===== src/rtl/pwf_pkg.sv =====
// Package for the phonetic word finder: status codes, register indexes,
// configuration struct and the letter-group folding function. No dependencies.
package pwf_pkg;

  localparam int unsigned PatChars   = 16;
  localparam int unsigned CharBits   = 8;
  localparam int unsigned LenBits    = 5;
  localparam int unsigned ApbDataW   = 64;
  localparam int unsigned ApbAddrW   = 5;
  localparam int unsigned WordStartW = 32;

  localparam logic [CharBits-1:0] SpaceChar = 8'h20;

  typedef enum logic [1:0] {
    STATUS_FOUND     = 2'd0,
    STATUS_NOT_FOUND = 2'd1,
    STATUS_EMPTY_ARG = 2'd2
  } status_e;

  typedef enum logic [1:0] {
    REG_PAT_LOW  = 2'd0,
    REG_PAT_HIGH = 2'd1,
    REG_PAT_LEN  = 2'd2
  } reg_idx_e;

  typedef struct packed {
    logic [PatChars*CharBits-1:0] pattern;
    logic [LenBits-1:0]           length;
  } cfg_t;

  // Fold case and merge the letter groups onto one representative each.
  function automatic logic [CharBits-1:0] phon_class(input logic [CharBits-1:0] c);
    logic [CharBits-1:0] lc;
    lc = c;
    if (c >= "A" && c <= "Z") begin
      lc = c + 8'h20;
    end
    case (lc)
      "v":      phon_class = "w";
      "j":      phon_class = "g";
      "z":      phon_class = "s";
      "t":      phon_class = "d";
      "u":      phon_class = "o";
      "y":      phon_class = "i";
      "k", "q": phon_class = "c";
      "p", "f": phon_class = "b";
      default:  phon_class = lc;
    endcase
  endfunction

endpackage


===== src/rtl/phonetic_word_finder.sv =====
// Top level of the phonetic word finder: APB pattern registers and search core.
// Depends on pwf_pkg, pwf_cfg and pwf_core.

// Takes one text byte per cycle, back to back. A result appears in the output
// register the cycle after the byte that causes it. A new byte is taken in the
// same cycle that a waiting result is taken, so the input stalls only while the
// receiver holds a result back. The per-byte state update (position, word start,
// character count, mismatch flag) is registered as each byte is taken. Program
// the pattern over APB only while no text is in flight.
module phonetic_word_finder import pwf_pkg::*; #(
  parameter int unsigned MAX_PATTERN_CHARS = 16,
  parameter int unsigned POSITION_BITS     = 32
) (
  input  logic                  clk_i,
  input  logic                  rst_ni,
  input  logic                  psel,
  input  logic                  penable,
  input  logic                  pwrite,
  input  logic [ApbAddrW-1:0]   paddr,
  input  logic [ApbDataW-1:0]   pwdata,
  output logic [ApbDataW-1:0]   prdata,
  output logic                  pready,
  input  logic                  text_valid_i,
  output logic                  text_ready_o,
  input  logic [CharBits-1:0]   text_char_i,
  input  logic                  last_char_i,
  output logic                  result_valid_o,
  input  logic                  result_ready_i,
  output logic [1:0]            status_o,
  output logic [WordStartW-1:0] word_start_o
);

  cfg_t cfg;

  pwf_cfg u_cfg (
    .clk_i   (clk_i),
    .rst_ni  (rst_ni),
    .psel    (psel),
    .penable (penable),
    .pwrite  (pwrite),
    .paddr   (paddr),
    .pwdata  (pwdata),
    .prdata  (prdata),
    .pready  (pready),
    .cfg_o   (cfg)
  );

  pwf_core #(
    .MAX_PATTERN_CHARS (MAX_PATTERN_CHARS),
    .POSITION_BITS     (POSITION_BITS)
  ) u_core (
    .clk_i          (clk_i),
    .rst_ni         (rst_ni),
    .cfg_i          (cfg),
    .text_valid_i   (text_valid_i),
    .text_ready_o   (text_ready_o),
    .text_char_i    (text_char_i),
    .last_char_i    (last_char_i),
    .result_valid_o (result_valid_o),
    .result_ready_i (result_ready_i),
    .status_o       (status_o),
    .word_start_o   (word_start_o)
  );

endmodule


===== src/rtl/pwf_cfg.sv =====
// APB register file for the pattern (two 64-bit character words and length).
// Depends on pwf_pkg.
module pwf_cfg import pwf_pkg::*; (
  input  logic                clk_i,
  input  logic                rst_ni,
  input  logic                psel,
  input  logic                penable,
  input  logic                pwrite,
  input  logic [ApbAddrW-1:0] paddr,
  input  logic [ApbDataW-1:0] pwdata,
  output logic [ApbDataW-1:0] prdata,
  output logic                pready,
  output cfg_t                cfg_o
);

  logic [ApbDataW-1:0] pat_low_q, pat_high_q;
  logic [LenBits-1:0]  pat_len_q;
  logic                wr_en;
  reg_idx_e            idx;

  assign pready = 1'b1;
  assign wr_en  = psel && penable && pwrite;
  assign idx    = reg_idx_e'(paddr[ApbAddrW-1:3]);

  always_ff @(posedge clk_i or negedge rst_ni) begin
    if (!rst_ni) begin
      pat_low_q  <= '0;
      pat_high_q <= '0;
      pat_len_q  <= '0;
    end else if (wr_en) begin
      case (idx)
        REG_PAT_LOW:  pat_low_q  <= pwdata;
        REG_PAT_HIGH: pat_high_q <= pwdata;
        REG_PAT_LEN:  pat_len_q  <= pwdata[LenBits-1:0];
        default: ;
      endcase
    end
  end

  always_comb begin
    case (idx)
      REG_PAT_LOW:  prdata = pat_low_q;
      REG_PAT_HIGH: prdata = pat_high_q;
      REG_PAT_LEN:  prdata = {{(ApbDataW-LenBits){1'b0}}, pat_len_q};
      default:      prdata = '0;
    endcase
  end

  assign cfg_o.pattern = {pat_high_q, pat_low_q};
  assign cfg_o.length  = pat_len_q;

endmodule


===== src/rtl/pwf_core.sv =====
// Per-byte word tracking, phonetic compare and result register.
// Depends on pwf_pkg; pattern comes from pwf_cfg.
module pwf_core import pwf_pkg::*; #(
  parameter int unsigned MAX_PATTERN_CHARS = 16,
  parameter int unsigned POSITION_BITS     = 32
) (
  input  logic                  clk_i,
  input  logic                  rst_ni,
  input  cfg_t                  cfg_i,
  input  logic                  text_valid_i,
  output logic                  text_ready_o,
  input  logic [CharBits-1:0]   text_char_i,
  input  logic                  last_char_i,
  output logic                  result_valid_o,
  input  logic                  result_ready_i,
  output logic [1:0]            status_o,
  output logic [WordStartW-1:0] word_start_o
);

  localparam logic [LenBits-1:0] MaxLen = LenBits'(MAX_PATTERN_CHARS);

  logic [POSITION_BITS-1:0] pos_q, pos_d, cws_q, cws_d, start_w;
  logic [LenBits-1:0]       cnt_q, cnt_d, cnt_inc, plen;
  logic                     mm_q, mm_d, mm_nxt, done_q, done_d;
  logic                     out_vld_q;
  status_e                  status_q, status_d;
  logic [WordStartW-1:0]    wstart_q, wstart_d;

  logic                acc, is_sp, err, active, word_end, match, found, nf, res_fire;
  logic [CharBits-1:0] pchar, pchar0;

  assign acc          = text_valid_i && text_ready_o;
  assign text_ready_o = !out_vld_q || result_ready_i;

  assign plen   = (cfg_i.length > MaxLen) ? MaxLen : cfg_i.length;
  assign pchar0 = cfg_i.pattern[CharBits-1:0];
  assign pchar  = cfg_i.pattern[cnt_q[3:0]*CharBits +: CharBits];
  assign is_sp  = (text_char_i == SpaceChar);

  assign err = !done_q && (pos_q == '0) &&
               ((plen == '0) || ((plen == LenBits'(1)) && (pchar0 == SpaceChar)) ||
                (is_sp && last_char_i));
  assign active = !(done_q || err);

  assign cnt_inc = (&cnt_q) ? cnt_q : cnt_q + LenBits'(1);
  assign mm_nxt  = mm_q || (cnt_q >= plen) ||
                   (phon_class(text_char_i) != phon_class(pchar));
  assign start_w = (cnt_q == '0) ? pos_q : cws_q;

  assign word_end = is_sp || last_char_i;
  assign match    = is_sp ? ((cnt_q == plen) && !mm_q) : ((cnt_inc == plen) && !mm_nxt);
  assign found    = active && word_end && match;
  assign nf       = active && !found && last_char_i;
  assign res_fire = acc && (err || found || nf);

  always_comb begin
    pos_d  = pos_q;
    cws_d  = cws_q;
    cnt_d  = cnt_q;
    mm_d   = mm_q;
    done_d = done_q;
    if (acc) begin
      if (last_char_i) begin
        pos_d  = '0;
        cws_d  = '0;
        cnt_d  = '0;
        mm_d   = 1'b0;
        done_d = 1'b0;
      end else begin
        pos_d  = (&pos_q) ? pos_q : pos_q + POSITION_BITS'(1);
        done_d = done_q || err || found;
        if (active) begin
          if (is_sp) begin
            cnt_d = '0;
            mm_d  = 1'b0;
          end else begin
            cws_d = start_w;
            cnt_d = cnt_inc;
            mm_d  = mm_nxt;
          end
        end
      end
    end
  end

  always_comb begin
    if (err) begin
      status_d = STATUS_EMPTY_ARG;
      wstart_d = '0;
    end else if (found) begin
      status_d = STATUS_FOUND;
      wstart_d = WordStartW'(start_w);
    end else begin
      status_d = STATUS_NOT_FOUND;
      wstart_d = '0;
    end
  end

  always_ff @(posedge clk_i or negedge rst_ni) begin
    if (!rst_ni) begin
      pos_q     <= '0;
      cws_q     <= '0;
      cnt_q     <= '0;
      mm_q      <= 1'b0;
      done_q    <= 1'b0;
      out_vld_q <= 1'b0;
    end else begin
      pos_q  <= pos_d;
      cws_q  <= cws_d;
      cnt_q  <= cnt_d;
      mm_q   <= mm_d;
      done_q <= done_d;
      if (res_fire) begin
        out_vld_q <= 1'b1;
      end else if (result_ready_i) begin
        out_vld_q <= 1'b0;
      end
    end
  end

  always_ff @(posedge clk_i) begin
    if (res_fire) begin
      status_q <= status_d;
      wstart_q <= wstart_d;
    end
  end

  assign result_valid_o = out_vld_q;
  assign status_o       = status_q;
  assign word_start_o   = wstart_q;

  a_last_clears: assert property (@(posedge clk_i) disable iff (!rst_ni)
    acc && last_char_i |=> (pos_q == '0) && !done_q && (cnt_q == '0))
    else $error("state not cleared after last beat");

  a_done_quiet: assert property (@(posedge clk_i) disable iff (!rst_ni)
    acc && done_q && !last_char_i |-> !res_fire)
    else $error("result after search finished");

  a_empty_word_clean: assert property (@(posedge clk_i) disable iff (!rst_ni)
    cnt_q == '0 |-> !mm_q)
    else $error("mismatch flag set with no characters");

  a_status_legal: assert property (@(posedge clk_i) disable iff (!rst_ni)
    out_vld_q |-> (status_q == STATUS_FOUND) || (status_q == STATUS_NOT_FOUND) ||
                  (status_q == STATUS_EMPTY_ARG))
    else $error("illegal status code");

endmodule


===== config.mk =====
export PLATFORM = sky130hd
export DESIGN_NAME = phonetic_word_finder
export DESIGN_NICKNAME = d
export VERILOG_FILES = /design/src/rtl/pwf_pkg.sv /design/src/rtl/phonetic_word_finder.sv /design/src/rtl/pwf_cfg.sv /design/src/rtl/pwf_core.sv
export SDC_FILE = /design/constraint.sdc
export NUM_CORES = 1
export LEC_CHECK = 0
export BUFFER_PORTS_ARGS = -buffer_cell sky130_fd_sc_hd__buf_2
export CAP_MARGIN = 20
export CORE_ASPECT_RATIO = 1.75
export CORE_MARGIN = 5
export CORE_UTILIZATION = 42
export DETAILED_ROUTE_END_ITERATION = 7
export PLACE_DENSITY = 0.61
export SYNTH_ARGS = -nofsm -noshare
export SYNTH_HDL_FRONTEND = slang
export SYNTH_SLANG_ARGS = --single-unit

===== constraint.sdc =====
create_clock -name clk_i -period 5.8 [get_ports clk_i]
set_input_delay 0.58 -clock clk_i [delete_from_list [all_inputs] [get_ports clk_i]]
set_output_delay 0.58 -clock clk_i [all_outputs]
set_load 0.005 [all_outputs]

==> metrics.csv, run 1 <==
stage;metric;value;unit
outcome;outcome;finished, final reports clean;
setup_path;end_kind;flop;
finish;final_cell_mix;204 x dfrtp_1, 180 x buf_2, 141 x mux2_2;
clock_network;clock_latency;0.54;ns
drt;vias_per_cell;5.61;
setup_path;timing.critical_path.mode_cell;a21oi_1;
clock_network;h-tree-depth;1;
yosys;synth_edf_count;34;
yosys;yosysSeqAreaShare;47.7;%
power_and_ir_drop;power.net_switching;1.91;mW
drt;num_vias;9480;
drt;postRouteWirelength;34.7;mm
grt;grt_pass1_vias;10016;
finish;nets;1376;
clock_network;cts_root_buf;clkbuf_16;
hold_path;holdCritPathClass;in2async;
sta;clock_skew;0.0193;ns
yosys;netlist_area;12900;sq um
grt;globalRouteTotalUtil;20.3;%
sta;hold_viol_final;0;
finish;multi_input_area;6370;sq um
placed_design;place_ws;0.992;ns
sta;grt_setup_unrepaired;no;
floorplan;die_h;242;microns
placed_design;dp_hpwl;24.6;mm
power_and_ir_drop;switching_share;34.6;%
setup_path;cp_slowest_cell;dfrtp_1;
placed_design;gp_congestion;0.835;
sta;tightestPinTransition;0.959;ns
yosys;synthFlopType;dfrtp_1;
sta;fmax;0.205;GHz
setup_path;crit_chain;clkinv_1, mux2_2, mux2i_1, inv_1, ha_1, nor2b_1, o21ai_0, o21a_1, a2111oi_0, a21oi_1, o211ai_1, nor4_4, a31oi_4, buf_12, a21oi_1;
finish;area_growth;15.6;%
clock_network;cts_buffer_depth;3;
power_and_ir_drop;powerDensity;370;nW/um^2
floorplan;rows;85;
drt;ant_nets;0;
setup_path;critPathMaxStageDelay;0.64;ns
setup_path;worstPathMaxFanout;32;
sta;relSlewSlack;36.1;%
yosys;synth_area_leaders;dfrtp_1 40%, mux2_2 12%, edfxtp_1 7.9%;
floorplan;die_w;142;microns
floorplan;pin_count;186;
floorplan;coreArea;30500;sq um
finish;fillCellCount;2817;
yosys;yosys_register_bits;239;
drt;wire_per_inst;20.6;microns
grt;grt.overflow.total;0;
power_and_ir_drop;seq_power_share;40.2;%
finish;regArea;6150;sq um
grt;grt_max_degree;98;
drt;drcViolationCount;0;
clock_network;post_cts_buffers;0;
clock_network;cts_tree;built;
yosys;yosysTopAreaCellShare;39.8;%
sta;setup_violations;0;
yosys;syn_inst;1123;
setup_path;crit_required;6.09;ns
yosys;yosys.area.top_type;dfrtp_1;
clock_network;post_cts_resized;0;
finish;final_cell_area;14900;sq um
finish;finish.utilization;48.8;%
yosys;yosysUniqueCellTypes;71;
clock_network;cts_sinks;239;
power_and_ir_drop;leakagePower;6.55;nW
sta;final_max_slew_viol_count;0;
power_and_ir_drop;p_int;3.60;mW
power_and_ir_drop;peakVddDrop;0.000301;V
grt;antenna_found_initial;3;
floorplan;start_util;42.2;%
yosys;avgSynthCellArea;11.5;sq um
yosys;syn-num-nets;1219;
flow_run;max-cap-violations;0;
drt;drt_first_pass_iters;4;
drt;drt_iter0_drc;584;
floorplan;die_area;34400;sq um
yosys;synth_warnings;0;
placed_design;port_buffers;181;
sta;setup_ws;0.920;ns
finish;final_common_cell;dfrtp_1;
sta;period_share;84.1;%
setup_path;crit_buf_inv;3;
setup_path;critPathLaunch;u_core.cnt_q[1];
clock_network;cts.clk_slew.worst_paths;0.06;ns
power_and_ir_drop;pwr-share-comb;32.0;%
clock_network;postCtsHoldBufs;0;
power_and_ir_drop;pwr-share-clk;27.8;%
placed_design;place_area;14100;sq um
finish;drive_above_1_share;35.3;%
setup_path;arrival;5.17;ns
yosys;synthArstFlopShare;85.8;%
setup_path;r2r-start;u_core.cnt_q[1];
sta;setup_tns;0;ns
setup_path;crit_type;reg2reg;
clock_network;cts-buffers-inserted;24;
sta;fin_crit;4.88;ns
grt;grt_pass1_wl;56.2;mm
setup_path;worstSetupStartpointType;flop;
setup_path;critical-path-top-delay-family;compound AO/OA/AOI/OAI gates;
## cells in the mapped netlist, types with 8 or more instances
cell type,number
o21ai_0,33
or3_1,9
nor4_1,12
dfrtp_1,205
ha_1,11
nor3_1,11
nand2b_1,8
nor2_1,106
nand2_1,106
xor2_1,20
a22o_1,35
nand4_1,10
a21oi_2,30
nand3_1,31
mux4_2,23
inv_1,16
xnor2_1,10
clkbuf_1,45
mux2i_1,80
edfxtp_1,34
mux2_2,141
a21oi_1,22
## sequential cells by signal, indices dropped and copies added (netlist names)
register and count:
u_core.done_q 1, u_core.pos_q 32, u_core.status_o 2, u_core.mm_q 1
u_core.cws_q 32, u_cfg.pat_len_q 5, u_cfg.pat_high_q 64, u_core.word_start_o 32
u_core.result_valid_o 1, u_cfg.pat_low_q 64, u_core.cnt_q 5
## cell type report
type / instances / share of cell area, %
clock inverters: 11 / 0.638
inverters: 17 / 0.428
well taps: 391 / 3.28
repair buffers: 199 / 7.13
multi-input cells: 799 / 42.7
clock buffers: 32 / 4.50
flip-flops and latches: 239 / 41.3
diodes: 2 / 0.0336
## path summary, 6_finish.rpt
path | endpoint | depth (start not counted) | slack, ns
setup / recovery | u_core.word_start_o[0] | 15 | 0.92
hold / removal | u_core.cws_q[5] | 1 | 0.13
setup reg to reg | u_core.word_start_o[0] | 15 | 0.92
hold reg to reg | u_core.cws_q[24] | 1 | 0.50
max in group asynchronous | u_cfg.pat_high_q[47] | 2 | 4.32
min in group clk_i | u_cfg.pat_high_q[26] | 2 | 0.28
## power groups by stage
stage	registers (mW)	clock network, mW	logic, mW
2_1_floorplan	2.13	0	1.30
3_3_place_gp	2.24	0	1.75
3_5_place_dp	2.25	0	1.77
4_1_cts	2.22	1.58	1.78
5_1_grt	2.25	1.64	1.94
6_report	2.22	1.53	1.76
## per-layer routing
metal	vias up	global-route usage, %	share of wire, %
met3	64	3.18	4.6
li1	4415	-	-
met1	4776	22.9	36
met5	-	0	0.043
met2	221	37.7	55
met4	4	7.36	3.6
## through the flow
stage	power [mW]	hold WS, ns	instances
final	5.51	0.126	1690
after global routing	5.83	0.185	1689
after CTS	5.58	0.154	1687
after detailed placement	4.02	0.482	1644
after global placement	3.99	0.482	1644
after floorplan	3.43	0.284	1123
## cell families (layout without fill, tap and decap cells)
logic type | after synthesis | in the layout | synth area share, %
AO/OA/AOI/OAI | 173 | 173 | 9.88
adder cells (fa/ha/maj) | 11 | 11 | 1.07
multiplexers | 250 | 250 | 23.8
XOR/XNOR | 30 | 30 | 2.04
flip-flops | 239 | 239 | 47.7
other | 1 | 3 | 0.0291
buffers and inverters | 85 | 259 | 3.11
AND/OR/NAND/NOR | 334 | 334 | 12.4
(Power assumes the default switching activity.)
==> run 2, diff against run 1 <==
==> constraint.sdc (replaced) <==
create_clock -name clk_i -period 4.76 [get_ports clk_i]
set_input_delay 0.476 -clock clk_i [delete_from_list [all_inputs] [get_ports clk_i]]
set_output_delay 0.476 -clock clk_i [all_outputs]
set_load 0.005 [all_outputs]
==> run 2 against run 1 <==
  * Wire length is 0.14% lower
  * Power is 22% higher
  * Cell count is 0.24% higher
  * Non-clock buffer count is 7 higher
  * Count of clock-buffer cells in the layout is 2 higher
  * Critical path depth stayed put
==> metrics.csv, run 2 (same netlist as run 1, synthesis figures left out) <==
stage;metric;value;unit;change
sta;final_max_slew_viol_count;0;;unchanged
clock_network;post_cts_resized;0;;unchanged
finish;largest_registers;u_cfg.pat_high_q (64), u_cfg.pat_low_q (64);;
clock_network;cts.clk_slew.worst_paths;0.06;ns;about the same
finish;final_cell_mix;204 x dfrtp_1, 179 x buf_2, 141 x mux2_2;;
power_and_ir_drop;peakVddDrop;0.000411;V;+36%
finish;final_common_cell;dfrtp_1;;
setup_path;worstPathMaxFanout;32;;unchanged
floorplan;start_util;42.2;%;unchanged
grt;grt_max_degree;111;;+13%
flow_run;max-cap-violations;0;;unchanged
setup_path;end_kind;flop;;
drt;vias_per_cell;5.55;;-1.1%
setup_path;crit_type;reg2reg;;
grt;grt.overflow.total;0;;unchanged
placed_design;dpl.cell_count;1652;;+0.49%
hold_path;holdCritPathClass;in2async;;
floorplan;pin_count;186;;unchanged
floorplan;rows;85;;unchanged
power_and_ir_drop;powerDensity;449;nW/um^2;+22%
drt;drcViolationCount;0;;unchanged
finish;final_cell_area;15000;sq um;+0.40%
sta;fmax;0.223;GHz;+8.7%
finish;nets;1383;;+0.51%
clock_network;clock_latency;0.54;ns;about the same
placed_design;gp_congestion;0.862;;+3.2%
drt;drt_first_pass_iters;5;;+1
sta;period_share;94.4;%;+10 points
grt;grt_pass1_wl;55.2;mm;-1.8%
floorplan;die_h;242;microns;unchanged
floorplan;die_area;34400;sq um;unchanged
clock_network;h-tree-depth;1;;unchanged
clock_network;post_cts_buffers;0;;unchanged
clock_network;cts_buffer_depth;3;;unchanged
clock_network;cts_root_buf;clkbuf_16;;
grt;grt_pass1_vias;9945;;-0.71%
placed_design;port_buffers;181;;unchanged
setup_path;critPathLaunch;u_core.cnt_q[2];;
sta;fin_crit;4.49;ns;-0.389 ns
sta;clock_skew;0.0117;ns;-0.00756 ns
sta;grt_setup_unrepaired;no;;
drt;num_vias;9396;;-0.89%
finish;diodes;0;;-2
placed_design;dp_hpwl;24.9;mm;+1.1%
setup_path;r2r-start;u_core.cnt_q[2];;
drt;postRouteWirelength;34.7;mm;-0.14%
sta;setup_tns;0;ns;unchanged
sta;tightestPinTransition;1.06;ns;+0.0991 ns
setup_path;crit_required;5.14;ns;-0.95 ns
finish;area_growth;16.1;%;
setup_path;worstSetupStartpointType;flop;;
floorplan;coreArea;30500;sq um;unchanged
power_and_ir_drop;p_total;6.73;mW;+22%
clock_network;postCtsHoldBufs;0;;unchanged
sta;setup_violations;0;;unchanged
drt;wire_per_inst;20.5;microns;-0.37%
drt;drt_iter0_drc;426;;-27%
sta;hold_viol_final;0;;unchanged
power_and_ir_drop;leakagePower;6.58;nW;+0.40%
setup_path;arrival;4.88;ns;-0.29 ns
grt;globalRouteTotalUtil;19.9;%;-0.32 points
grt;antenna_found_initial;2;;-1
finish;drive_above_1_share;35.6;%;+0.30 points
finish;fin_cells;1694;;+0.24%
sta;relSlewSlack;29.5;%;-6.6 points
drt;ant_nets;0;;unchanged
outcome;outcome;finished, final reports clean;;
placed_design;place_area;14200;sq um;+0.60%
floorplan;die_w;142;microns;unchanged
clock_network;cts-buffers-inserted;24;;unchanged
clock_network;cts_tree;built;;
clock_network;cts_sinks;239;;unchanged
## run 2: changes by cell type in the layout (fill, tap and decap cells not counted), sizes merged
cell    change
buf         +7
diode       -2
clkinv      -2
inv         -1
clkbuf      +2
## run 2: final timing paths
kind                                     endpoint  slack (ns)  cells past startpoint
setup / recovery           u_core.word_start_o[0]        0.27                     15
hold / removal                    u_core.cws_q[5]        0.06                      1
setup reg to reg           u_core.word_start_o[0]        0.27                     15
hold reg to reg                   u_core.cws_q[0]        0.50                      1
max in group asynchronous    u_cfg.pat_high_q[30]        3.62                      2
min in group clk_i           u_cfg.pat_high_q[40]        0.18                      2
## run 2: layer usage
layer	track usage (%)	vias up	part of all wire (%)
li1	-	4424	-
met2	37.1	205	55
met1	22.5	4705	37
met5	0	-	0.043
met3	3.30	58	4.3
met4	7.22	4	3.8
## run 2: area by class of cell
class	count	area [sq um]
Tap cell	391	489
Sequential cell	239	6150
Multi-Input combinational cell	799	6370
Clock inverter	8	78.8
Fill cell	2814	15600
Clock buffer	34	668
Inverter	17	63.8
Timing Repair Buffer	206	1140
## run 2: where the power goes
part / total, mW / internal, mW / switching [mW] / leakage (nW)
logic: 2.22 / 0.983 / 1.23 / 3.26
clock network: 1.84 / 1.03 / 0.811 / 0.366
registers: 2.67 / 2.40 / 0.271 / 2.95
## run 2: per-stage QoR
step	hold slack (ns)	worst slack (ns)	util [%]
CTS	0.110	0.197	49.0
floorplan	0.180	0.642	-
global placement	0.482	0.300	46.6
global route	0.144	0.0367	49.0
detailed placement	0.482	0.227	46.6
finish	0.0567	0.269	49.0
## run 2: worst max-delay path: stages, from the launching register on
cell and delay (ns):
dfrtp_1 0.55, mux4_1 0.66, mux2_2 0.32, nand2_1 0.07
o21ai_0 0.11, ha_1 0.35, nor2b_1 0.23, o21ai_0 0.10
o21a_1 0.21, nor4_2 0.27, nor3b_1 0.09, or4_4 0.54
nor4_4 0.31, a31oi_4 0.14, buf_12 0.20, a21oi_1 0.14
